### config.mk
export PLATFORM = sky130hd
export DESIGN_NAME = fixed_step_tick_and_fps_meter
export DESIGN_NICKNAME = d
export VERILOG_FILES = /design/src/rtl/core/fstm_pkg.sv /design/src/rtl/core/fstm_ctrl.sv /design/src/rtl/core/fstm_dpath.sv /design/src/rtl/core/fixed_step_tick_and_fps_meter.sv
export SDC_FILE = /design/constraint.sdc
export NUM_CORES = 2
export LEC_CHECK = 0
export BUFFER_PORTS_ARGS = -buffer_cell sky130_fd_sc_hd__buf_2
export CELL_PAD_IN_SITES_DETAIL_PLACEMENT = 0
export CELL_PAD_IN_SITES_GLOBAL_PLACEMENT = 1
export CORE_UTILIZATION = 46
export CTS_BUF_LIST = sky130_fd_sc_hd__clkbuf_8 sky130_fd_sc_hd__clkbuf_16
export DETAILED_ROUTE_END_ITERATION = 16
export PLACE_DENSITY = 0.79
export SKIP_LAST_GASP = 1
export SLEW_MARGIN = 20
export SYNTH_ARGS = -nofsm -noshare
export SYNTH_HDL_FRONTEND = slang
export SYNTH_SLANG_ARGS = --single-unit
### constraint.sdc
create_clock -name i_clk -period 7.01 [get_ports i_clk]
set_input_delay 0.3505 -clock i_clk [delete_from_list [all_inputs] [get_ports i_clk]]
set_output_delay 0.3505 -clock i_clk [all_outputs]
set_load 0.01 [all_outputs]
### src/rtl/core/fstm_pkg.sv
package fstm_pkg;

    // time fields and configuration registers
    localparam int TIME_BITS = 24;
    // step accumulator holds one time value plus a carry
    localparam int ACC_W     = TIME_BITS + 1;
    // frame and window-time counters
    localparam int CNT_W     = 32;
    // reported rate
    localparam int RATE_W    = 16;
    // frames * window
    localparam int PROD_W    = CNT_W + TIME_BITS;
    // divider step counter, holds up to ACC_W
    localparam int DCNT_W    = $clog2(ACC_W + 1);

    localparam logic [TIME_BITS-1:0] FIXED_STEP_RST  = TIME_BITS'(16667);
    localparam logic [TIME_BITS-1:0] RATE_WINDOW_RST = TIME_BITS'(1000000);

    // configuration register indexes
    localparam int CFG_IDX_W = 1;
    localparam logic [CFG_IDX_W-1:0] CFG_FIXED_STEP  = CFG_IDX_W'(0);
    localparam logic [CFG_IDX_W-1:0] CFG_RATE_WINDOW = CFG_IDX_W'(1);

    typedef enum logic [3:0] {
        S_IDLE,
        S_METER,
        S_OVF,
        S_RDIV,
        S_RFIN,
        S_TLOAD,
        S_TDIV,
        S_DONE
    } t_state;

    typedef struct packed {
        logic accept;     // take the word, update counters and step sum
        logic mul;        // register frames * window
        logic rate_sat;   // quotient overflows, report saturated rate
        logic rdiv_load;  // load divider for the rate
        logic rate_done;  // store rate, clear window counters
        logic tdiv_load;  // load divider for the tick count
        logic div_step;   // one restoring division step
        logic out_load;   // fill output register, keep remainder
    } t_cmd;

    typedef struct packed {
        logic over_window;
        logic rate_ovf;
        logic div_last;
    } t_stat;

endpackage

### src/rtl/core/fstm_ctrl.sv
module fstm_ctrl
    import fstm_pkg::*;
(
    input  logic  i_clk,
    input  logic  i_rst_n,
    input  logic  i_in_valid,
    output logic  o_in_stall,
    output logic  o_out_valid,
    input  logic  i_out_stall,
    input  t_stat i_stat,
    output t_cmd  o_cmd
);

    t_state r_state, n_state;
    logic   r_out_valid, n_out_valid;

    always_ff @(posedge i_clk) begin
        if (!i_rst_n) begin
            r_state     <= S_IDLE;
            r_out_valid <= 1'b0;
        end else begin
            r_state     <= n_state;
            r_out_valid <= n_out_valid;
        end
    end

    always_comb begin
        n_state = r_state;
        o_cmd   = '0;
        case (r_state)
            S_IDLE: begin
                if (i_in_valid) begin
                    o_cmd.accept = 1'b1;
                    n_state      = S_METER;
                end
            end
            S_METER: begin
                if (i_stat.over_window) begin
                    o_cmd.mul = 1'b1;
                    n_state   = S_OVF;
                end else begin
                    n_state = S_TLOAD;
                end
            end
            S_OVF: begin
                if (i_stat.rate_ovf) begin
                    o_cmd.rate_sat = 1'b1;
                    n_state        = S_TLOAD;
                end else begin
                    o_cmd.rdiv_load = 1'b1;
                    n_state         = S_RDIV;
                end
            end
            S_RDIV: begin
                o_cmd.div_step = 1'b1;
                if (i_stat.div_last) begin
                    n_state = S_RFIN;
                end
            end
            S_RFIN: begin
                o_cmd.rate_done = 1'b1;
                n_state         = S_TLOAD;
            end
            S_TLOAD: begin
                o_cmd.tdiv_load = 1'b1;
                n_state         = S_TDIV;
            end
            S_TDIV: begin
                o_cmd.div_step = 1'b1;
                if (i_stat.div_last) begin
                    n_state = S_DONE;
                end
            end
            S_DONE: begin
                if (!r_out_valid || !i_out_stall) begin
                    o_cmd.out_load = 1'b1;
                    n_state        = S_IDLE;
                end
            end
            default: begin
                n_state = S_IDLE;
            end
        endcase
    end

    always_comb begin
        n_out_valid = r_out_valid;
        if (o_cmd.out_load) begin
            n_out_valid = 1'b1;
        end else if (r_out_valid && !i_out_stall) begin
            n_out_valid = 1'b0;
        end
    end

    assign o_in_stall  = (r_state != S_IDLE);
    assign o_out_valid = r_out_valid;

endmodule

### src/rtl/core/fstm_dpath.sv
module fstm_dpath
    import fstm_pkg::*;
(
    input  logic                 i_clk,
    input  logic                 i_rst_n,
    input  t_cmd                 i_cmd,
    output t_stat                o_stat,
    input  logic [TIME_BITS-1:0] i_delta_us,
    input  logic                 i_cfg_wr_en,
    input  logic [CFG_IDX_W-1:0] i_cfg_index,
    input  logic [TIME_BITS-1:0] i_cfg_wdata,
    output logic [TIME_BITS-1:0] o_ticks_due,
    output logic [RATE_W-1:0]    o_frame_rate,
    output logic                 o_rate_updated
);

    logic [TIME_BITS-1:0] r_fixed_step;
    logic [TIME_BITS-1:0] r_rate_window;
    logic [ACC_W-1:0]     r_acc;
    logic [CNT_W-1:0]     r_frames;
    logic [CNT_W-1:0]     r_time;
    logic [RATE_W-1:0]    r_last_rate;
    logic                 r_updated;
    logic [ACC_W-1:0]     r_sum;
    logic [PROD_W-1:0]    r_prod;

    // shared restoring divider
    logic [CNT_W-1:0]     r_rem;
    logic [CNT_W-1:0]     r_div;
    logic [ACC_W-1:0]     r_dvd;
    logic [ACC_W-1:0]     r_quo;
    logic [DCNT_W-1:0]    r_cnt;

    logic [TIME_BITS-1:0] r_o_ticks;
    logic [RATE_W-1:0]    r_o_rate;
    logic                 r_o_upd;

    logic [TIME_BITS-1:0] step_eff;
    logic [CNT_W-1:0]     frames_inc;
    logic [CNT_W:0]       time_sum;
    logic [CNT_W-1:0]     time_sat;
    logic [CNT_W:0]       rem_sh;
    logic [CNT_W+1:0]     trial;
    logic                 borrow;

    // a zero step counts as one microsecond
    assign step_eff = (r_fixed_step == '0) ? TIME_BITS'(1) : r_fixed_step;

    assign frames_inc = (r_frames == '1) ? r_frames : r_frames + CNT_W'(1);
    assign time_sum   = {1'b0, r_time} + (CNT_W + 1)'(i_delta_us);
    assign time_sat   = time_sum[CNT_W] ? '1 : time_sum[CNT_W-1:0];

    assign rem_sh = {r_rem, r_dvd[ACC_W-1]};
    assign trial  = {1'b0, rem_sh} - (CNT_W + 2)'(r_div);
    assign borrow = trial[CNT_W+1];

    assign o_stat.over_window = (r_time > CNT_W'(r_rate_window));
    assign o_stat.rate_ovf    =
        (r_prod[PROD_W-1:RATE_W] >= (PROD_W - RATE_W)'(r_time));
    assign o_stat.div_last    = (r_cnt == DCNT_W'(1));

    // configuration and running state
    always_ff @(posedge i_clk) begin
        if (!i_rst_n) begin
            r_fixed_step  <= FIXED_STEP_RST;
            r_rate_window <= RATE_WINDOW_RST;
            r_acc         <= '0;
            r_frames      <= '0;
            r_time        <= '0;
            r_last_rate   <= '0;
        end else begin
            if (i_cfg_wr_en) begin
                case (i_cfg_index)
                    CFG_FIXED_STEP:  r_fixed_step  <= i_cfg_wdata;
                    CFG_RATE_WINDOW: r_rate_window <= i_cfg_wdata;
                    default: ;
                endcase
            end
            if (i_cmd.accept) begin
                r_frames <= frames_inc;
                r_time   <= time_sat;
            end
            if (i_cmd.rate_sat || i_cmd.rate_done) begin
                r_frames <= '0;
                r_time   <= '0;
            end
            if (i_cmd.rate_sat) begin
                r_last_rate <= '1;
            end
            if (i_cmd.rate_done) begin
                r_last_rate <= r_quo[RATE_W-1:0];
            end
            if (i_cmd.out_load) begin
                r_acc <= ACC_W'(r_rem);
            end
        end
    end

    // working registers
    always_ff @(posedge i_clk) begin
        if (i_cmd.accept) begin
            r_sum     <= r_acc + ACC_W'(i_delta_us);
            r_updated <= 1'b0;
        end
        if (i_cmd.rate_sat || i_cmd.rate_done) begin
            r_updated <= 1'b1;
        end
        if (i_cmd.mul) begin
            r_prod <= PROD_W'(r_frames) * PROD_W'(r_rate_window);
        end
        if (i_cmd.rdiv_load) begin
            // high part is known to be below the divisor here
            r_rem <= r_prod[CNT_W+RATE_W-1:RATE_W];
            r_dvd <= {r_prod[RATE_W-1:0], (ACC_W - RATE_W)'(0)};
            r_div <= r_time;
            r_quo <= '0;
            r_cnt <= DCNT_W'(RATE_W);
        end else if (i_cmd.tdiv_load) begin
            r_rem <= '0;
            r_dvd <= r_sum;
            r_div <= CNT_W'(step_eff);
            r_quo <= '0;
            r_cnt <= DCNT_W'(ACC_W);
        end else if (i_cmd.div_step) begin
            r_rem <= borrow ? rem_sh[CNT_W-1:0] : trial[CNT_W-1:0];
            r_dvd <= {r_dvd[ACC_W-2:0], 1'b0};
            r_quo <= {r_quo[ACC_W-2:0], ~borrow};
            r_cnt <= r_cnt - DCNT_W'(1);
        end
        if (i_cmd.out_load) begin
            r_o_ticks <= r_quo[ACC_W-1] ? '1 : r_quo[TIME_BITS-1:0];
            r_o_rate  <= r_last_rate;
            r_o_upd   <= r_updated;
        end
    end

    assign o_ticks_due    = r_o_ticks;
    assign o_frame_rate   = r_o_rate;
    assign o_rate_updated = r_o_upd;

endmodule

### src/rtl/core/fixed_step_tick_and_fps_meter.sv
// channel  direction  handshake                 word
// -------  ---------  ------------------------  -------------------------------------
// in       to block   i_in_valid / o_in_stall   i_delta_us
// out      from block o_out_valid / i_out_stall o_ticks_due, o_frame_rate,
//                                                o_rate_updated
// cfg      to block   i_cfg_wr_en               i_cfg_index, i_cfg_wdata
//
// one word at a time: the next word is taken only after the last is handed over;
// a rate report that saturates skips the rate division, any other goes through it
// the shared restoring divider takes 25 steps for the ticks, 16 for the rate
// synchronous active-low reset loads the default step and window, clears the state
// a finished word waits in the output register; a new word is taken meanwhile, and
// only the final hand-over stalls while that register is still full
module fixed_step_tick_and_fps_meter
    import fstm_pkg::*;
(
    input  logic                 i_clk,
    input  logic                 i_rst_n,
    // input channel
    input  logic                 i_in_valid,
    output logic                 o_in_stall,
    input  logic [TIME_BITS-1:0] i_delta_us,
    // output channel
    output logic                 o_out_valid,
    input  logic                 i_out_stall,
    output logic [TIME_BITS-1:0] o_ticks_due,
    output logic [RATE_W-1:0]    o_frame_rate,
    output logic                 o_rate_updated,
    // configuration writes
    input  logic                 i_cfg_wr_en,
    input  logic [CFG_IDX_W-1:0] i_cfg_index,
    input  logic [TIME_BITS-1:0] i_cfg_wdata
);

    t_cmd  cmd;
    t_stat stat;

    // sequencer: meter check, optional rate division, then tick division
    fstm_ctrl u_ctrl (
        .i_clk       (i_clk),
        .i_rst_n     (i_rst_n),
        .i_in_valid  (i_in_valid),
        .o_in_stall  (o_in_stall),
        .o_out_valid (o_out_valid),
        .i_out_stall (i_out_stall),
        .i_stat      (stat),
        .o_cmd       (cmd)
    );

    // counters, accumulator, multiplier, divider and output register
    fstm_dpath u_dpath (
        .i_clk          (i_clk),
        .i_rst_n        (i_rst_n),
        .i_cmd          (cmd),
        .o_stat         (stat),
        .i_delta_us     (i_delta_us),
        .i_cfg_wr_en    (i_cfg_wr_en),
        .i_cfg_index    (i_cfg_index),
        .i_cfg_wdata    (i_cfg_wdata),
        .o_ticks_due    (o_ticks_due),
        .o_frame_rate   (o_frame_rate),
        .o_rate_updated (o_rate_updated)
    );

endmodule

-- After elaboration in Yosys (flattened, before gate mapping)
Cells that the tools add are included.
- output and inout bits: 43
- ROM bits: 0
- register bits: 400
- bits in latches: 0
- bits in writable memories: 0
- memories kept: 0
- reductions and logical operators: 20
- muxes and demuxes: 36
- equal/unequal tests: 13
- $lt $le $gt $ge: 2
- shifts and indexed selects: 0
- bitwise operators: 4
- add/subtract/negate cells: 5
- multiply operators: 1
- divide/modulo/power cells: 0
- operators with widths (kind ; count):
    $mux 32 ; 7
    $mux 25 ; 3
    $mul 32x24->56 ; 1
    $ge 40x32->1 ; 1
    $sub 33x32->34 ; 1
    $add 32x24->33 ; 1
    $add 32x1->32 const B ; 1
    $eq 32x32->1 const B ; 1
    $gt 32x24->1 ; 1
    $mux 16 ; 2
    $pmux 4 s8 ; 1
    $add 25x24->25 ; 1
    $logic_not 24->1 ; 1
    $mux 24 ; 1
    $mux 4 ; 6
    $eq 4x3->1 const B ; 4
    $mux 1 ; 13
    $eq 4x2->1 const B ; 2
    $reduce_bool 2->1 ; 4
    $mux 3 ; 2
    $ne 2x2->1 const B ; 3
    $reduce_and 2->1 ; 3
    $reduce_or 2->1 ; 3
    $eq 5x1->1 const B ; 1
    other kinds (12) ; 17

-- Depth between registers and ports, before layout
- word-level depth: 6
- depth in mapped cells: 29
- depth with buffers taken out: 26

-- Modules after synthesis
Synthesis repeated with hierarchy kept, for this count alone.
- cell total of the unflattened synthesis: 4791
- area, all modules: 45108.3 um^2
- by module, submodules not included (module ; times used ; area an instance (um^2) ; seq. area each (um^2) ; cells each):
    fstm_dpath ; 1 ; 44756.7 ; 9929.5 ; 4746
    fstm_ctrl ; 1 ; 351.6 ; 80.1 ; 45

-- Least setup slack after synthesis
Ideal clock, no wire load.
- kind: register -> register
- start point: register u_dpath.r_frames[12]
- end point: register u_dpath.r_prod[53], data pin
- library setup time: 0.258 ns
- arrival time: 6.861 ns
- path buffers: 3
- setup slack: -0.108 ns
- clock period less this slack: 7.118 ns
- stages on the path, launching flop included: 28
- path through: dfxtp_1 > clkbuf_1 > buf_1 > nand2_1 > fa_1 > inv_1 > fa_1 > inv_1 > fa_1 > fa_1 > fa_1 > inv_1 > fa_1 > inv_1 > fa_1 > inv_1 > ha_1 > clkbuf_1 > a21o_1 > a31o_2 > a221oi_1 > o21ai_0 > o2111a_1 > a31o_2 > a21oi_2 > o21bai_1 > a21oi_1 > xnor2_1
- word-level cells in the longest chain between the ends: 1
- ends and longest elaborated chain (what ; RTL line ; text):
    from (decl) ; fstm_dpath.sv:20 ; logic [CNT_W-1:0] r_frames;
    from (signal assigned) ; fstm_dpath.sv:80 ; r_frames <= frames_inc;
    $mul 32x24->56 ; fstm_dpath.sv:109 ; r_prod <= PROD_W'(r_frames) * PROD_W'(r_rate_window);
    to (signal assigned) ; fstm_dpath.sv:109 ;
    to (decl) ; fstm_dpath.sv:25 ; logic [PROD_W-1:0] r_prod;
No other way between the ends.
A chain may end at the register's enable or synchronous reset.

-- Worst setup path after layout
- start point: register u_dpath.r_rate_window[3]
- end point: register u_dpath.r_prod[47], data pin
- word-level cells in the longest chain between the ends: 1
- ends and longest elaborated chain (what ; RTL line ; text):
    from (decl) ; fstm_dpath.sv:18 ; logic [TIME_BITS-1:0] r_rate_window;
    from (signal assigned) ; fstm_dpath.sv:75 ; CFG_RATE_WINDOW: r_rate_window <= i_cfg_wdata;
    $mul 32x24->56 ; fstm_dpath.sv:109 ;
No other way between the ends.

==> results_dict.tcl <==
set metrics [dict create \
    synth-edff-count 202 \
    critPathMaxFanout 7 \
    cp-end-kind "register" \
    final_common_cell "inv_1" \
    fp.dieH_um 316.3 \
    maxCapViolations 0 \
    fin_util_pct 53.70 \
    cts_buffer_depth 3 \
    ioPinCount 97 \
    r2r_end "u_dpath.r_prod[47]$_DFFE_PP_" \
    crit_buf_inv 10 \
    overflow 0 \
    r2r_slack_ns 0.10 \
    p_leak_nw 24.85 \
    synth_top_flop_cell "edfxtp_1" \
    synth_fp_nets 5981 \
    rr_worst_depth 28 \
    cts_buffers 45 \
    viasPerCell 5.431 \
    synth_seq_cells 399 \
    post_drt_wl_per_cell_um 21.08 \
    fin_crit_sh_pct 98.52 \
    ant_nets 0 \
    cp_common_cell "fa_1" \
    row_count 114 \
    coreArea_um2 97280 \
    hold_viol 0 \
    cp_slowest_stage_delay_ns 0.55 \
    max_clock_freq_mhz 144.8 \
    cp-endpoint "u_dpath.r_prod[47]$_DFFE_PP_" \
    cp-startpoint "u_dpath.r_rate_window[3]$_SDFFE_PN0P_" \
    fin_nets 6185 \
    wl_mm 136.2 \
    ys_async_sr_fraction_pct 0 \
    diodes 0 \
    cts-root-buf "clkbuf_16" \
    required_ns 7.37 \
    cts.htree.levels 2 \
    ys_seq_area_share_pct 22.03 \
    drt-pass1-iter-count 8 \
    rsz0062_at_grt "true" \
    peakVddDrop_mv 0.1809 \
    clk_pin_slew_worst_paths_ns 0.07 \
    start_kind "register" \
    syn-cell-area_um2 45430 \
    place_ws_ns -0.4343 \
    crit_arrival_ns 7.27 \
    grt_max_degree 67 \
    cts_tree "done" \
    grt_pass1_wl_mm 208.7 \
    worst_pin_slew_ns 1.068 \
    crit_type "reg -> reg" \
    path_delay_family "adder cells" \
    fin_skew_ns 0.03980 \
    dp_hpwl_mm 106.5 \
    place_area_um2 49060 \
    clock_latency_ns 0.62 \
    dieWidth_um 316.3 \
    synthCells 4945 \
    powerDensity_nw_per_um2 179.4 \
    finalCriticalPeriod_ns 6.906 \
    fin_area_um2 52240 \
    layout_common_cells "853 x inv_1, 709 x nand2_1, 637 x fa_1" \
    cts_num_sinks 399 \
    worst_slack_ns 0.1038 \
    whs_ns 0.02680 \
    maxSlewHeadroom_pct 28.83 \
    ys_types 92 \
    die_area_um2 100000 \
    yosysWarnings 0 \
    crit_slowest_cell "fa_1" \
    initial_utilization_pct 46.70 \
    slew_viol_final 0 \
    drt-initial-drc-count 2434 \
    syn_area_per_cell_um2 9.188 \
    finalSetupViolCount 0 \
    syn_to_final_growth_pct 14.97 \
    holdPathStages 3 \
    vias 35100 \
    outcome "completed" \
    nFillCells 8808 \
    first_global_vias 36160 \
    gp_congestion 0.9495 \
    hold_class "in -> reg" \
    drive_above_1_share_pct 14.62 \
    drcViolationCount 0 \
    portBuffers 96 \
    path_depth 28 \
    worstReg2RegStart "u_dpath.r_rate_window[3]$_SDFFE_PN0P_" \
    grt.total_usage_pct 27.27 \
    antenna_found_initial 1 \
]
==> area by class of cell <==
class,instances,area (µm²),area share [%]
repair buffers,439,3897,7.461
inverters,861,3238,6.199
flip-flops and latches,399,10080,19.29
multi-input cells,3403,31850,60.98
clock buffers,51,1231,2.357
clock inverters,33,341.6,0.6539
well taps,1276,1597,3.056
==> cell usage after synthesis (all sizes together), types with 29 or more instances <==
| library cell | n | share of area, % |
|---|---|---|
| and3 | 33 | 0.45 |
| nor2 | 166 | 1.4 |
| ha | 321 | 8.8 |
| o21ai | 105 | 1.2 |
| xnor2 | 84 | 1.6 |
| xor2 | 60 | 1.2 |
| fa | 661 | 29 |
| buf | 31 | 0.33 |
| inv | 859 | 7.1 |
| o31ai | 30 | 0.54 |
| dfxtp | 197 | 8.7 |
| and2 | 382 | 5.3 |
| nor3 | 36 | 0.42 |
| or2 | 29 | 0.40 |
| a21oi | 189 | 2.1 |
| nand2 | 719 | 5.9 |
| nand4 | 36 | 0.50 |
| mux2i | 34 | 0.75 |
| clkbuf | 251 | 2.1 |
| edfxtp | 202 | 13 |
| nand3 | 62 | 0.71 |
| a21boi | 65 | 1.1 |
| a21o | 79 | 1.3 |
==> per-stage QoR <==
stage,cells,setup TNS (ns),power (W)
after floorplan,4945,0,0.005651
after global placement,6334,-4.764,0.006702
after detailed placement,6334,-4.061,0.006751
after CTS,6432,-0.008610,0.009305
after global routing,6462,-0.3479,0.009883
final,6462,0,0.009369
==> cell families (layout without fill, tap and decap cells) <==
group	count (synthesis)	count (layout)	share of synthesized area, %
adder cells (fa/ha/maj)	982	982	37.97
multiplexers	34	34	0.7491
AO/OA/AOI/OAI	680	680	10.33
buffers and inverters	1143	1384	9.517
flip-flops	399	399	22.03
XOR/XNOR	144	144	2.776
AND/OR/NAND/NOR	1563	1563	16.63
==> tightest hold or removal path: stages <==
cell and delay [ns]:
buf_2 0.13, nand2_1 0.05, a21boi_0 0.06
==> sequential cells by signal, summed over array words and instances (netlist names) <==
name,cells
u_dpath.o_frame_rate,16
u_dpath.r_cnt,5
u_dpath.r_quo,25
u_dpath.r_frames,32
u_dpath.o_rate_updated,1
u_dpath.r_last_rate,16
u_ctrl.o_out_valid,1
u_dpath.r_sum,25
u_dpath.r_acc,25
u_dpath.r_rate_window,24
u_dpath.r_div,32
u_dpath.r_fixed_step,24
u_dpath.r_dvd,25
u_ctrl.r_state,3
u_dpath.r_time,32
u_dpath.o_ticks_due,24
u_dpath.r_prod,56
u_dpath.r_rem,32
u_dpath.r_updated,1
==> routing by layer <==
metal / global-route usage (%) / vias up / routed length (µm)
li1: - / 16080 / -
met1: 36.82 / 17590 / 57940
met2: 44.38 / 1201 / 62530
met3: 3.846 / 226 / 9776
met4: 10.64 / 0 / 5970
met5: 0 / - / 0
==> worst min-delay path by stage <==
stage,from,to,slack (ns)
2_1_floorplan,u_dpath.r_last_rate[0]$_SDFFE_PN0P_,u_dpath.o_frame_rate[0]$_DFFE_PP_,0.41
3_3_place_gp,u_dpath.r_last_rate[2]$_SDFFE_PN0P_,u_dpath.o_frame_rate[2]$_DFFE_PP_,0.42
3_5_place_dp,u_dpath.r_last_rate[0]$_SDFFE_PN0P_,u_dpath.o_frame_rate[0]$_DFFE_PP_,0.42
4_1_cts,i_cfg_wdata[1],u_dpath.r_fixed_step[1]$_SDFFE_PN1P_,0.009
5_1_grt,i_cfg_wdata[1],u_dpath.r_fixed_step[1]$_SDFFE_PN1P_,0.04
6_report,i_cfg_wdata[9],u_dpath.r_fixed_step[9]$_SDFFE_PN0P_,0.03
==> report_power, final <==
part / internal, W / switching, W
clock network: 0.00143 / 0.00109
registers: 0.00302 / 0.000325
logic: 0.00137 / 0.00213
==> repair_timing <==
action                                  4_1_cts  5_1_grt
hold buffers                                  8        0
endpoints found under the setup margin       18       25
gates cloned                                  1        8
pin swaps                                    23      113
gates resized for setup                      77      188
endpoints found under the hold margin         9        0
setup buffers                                 5       24
(Power assumes the default switching activity.)
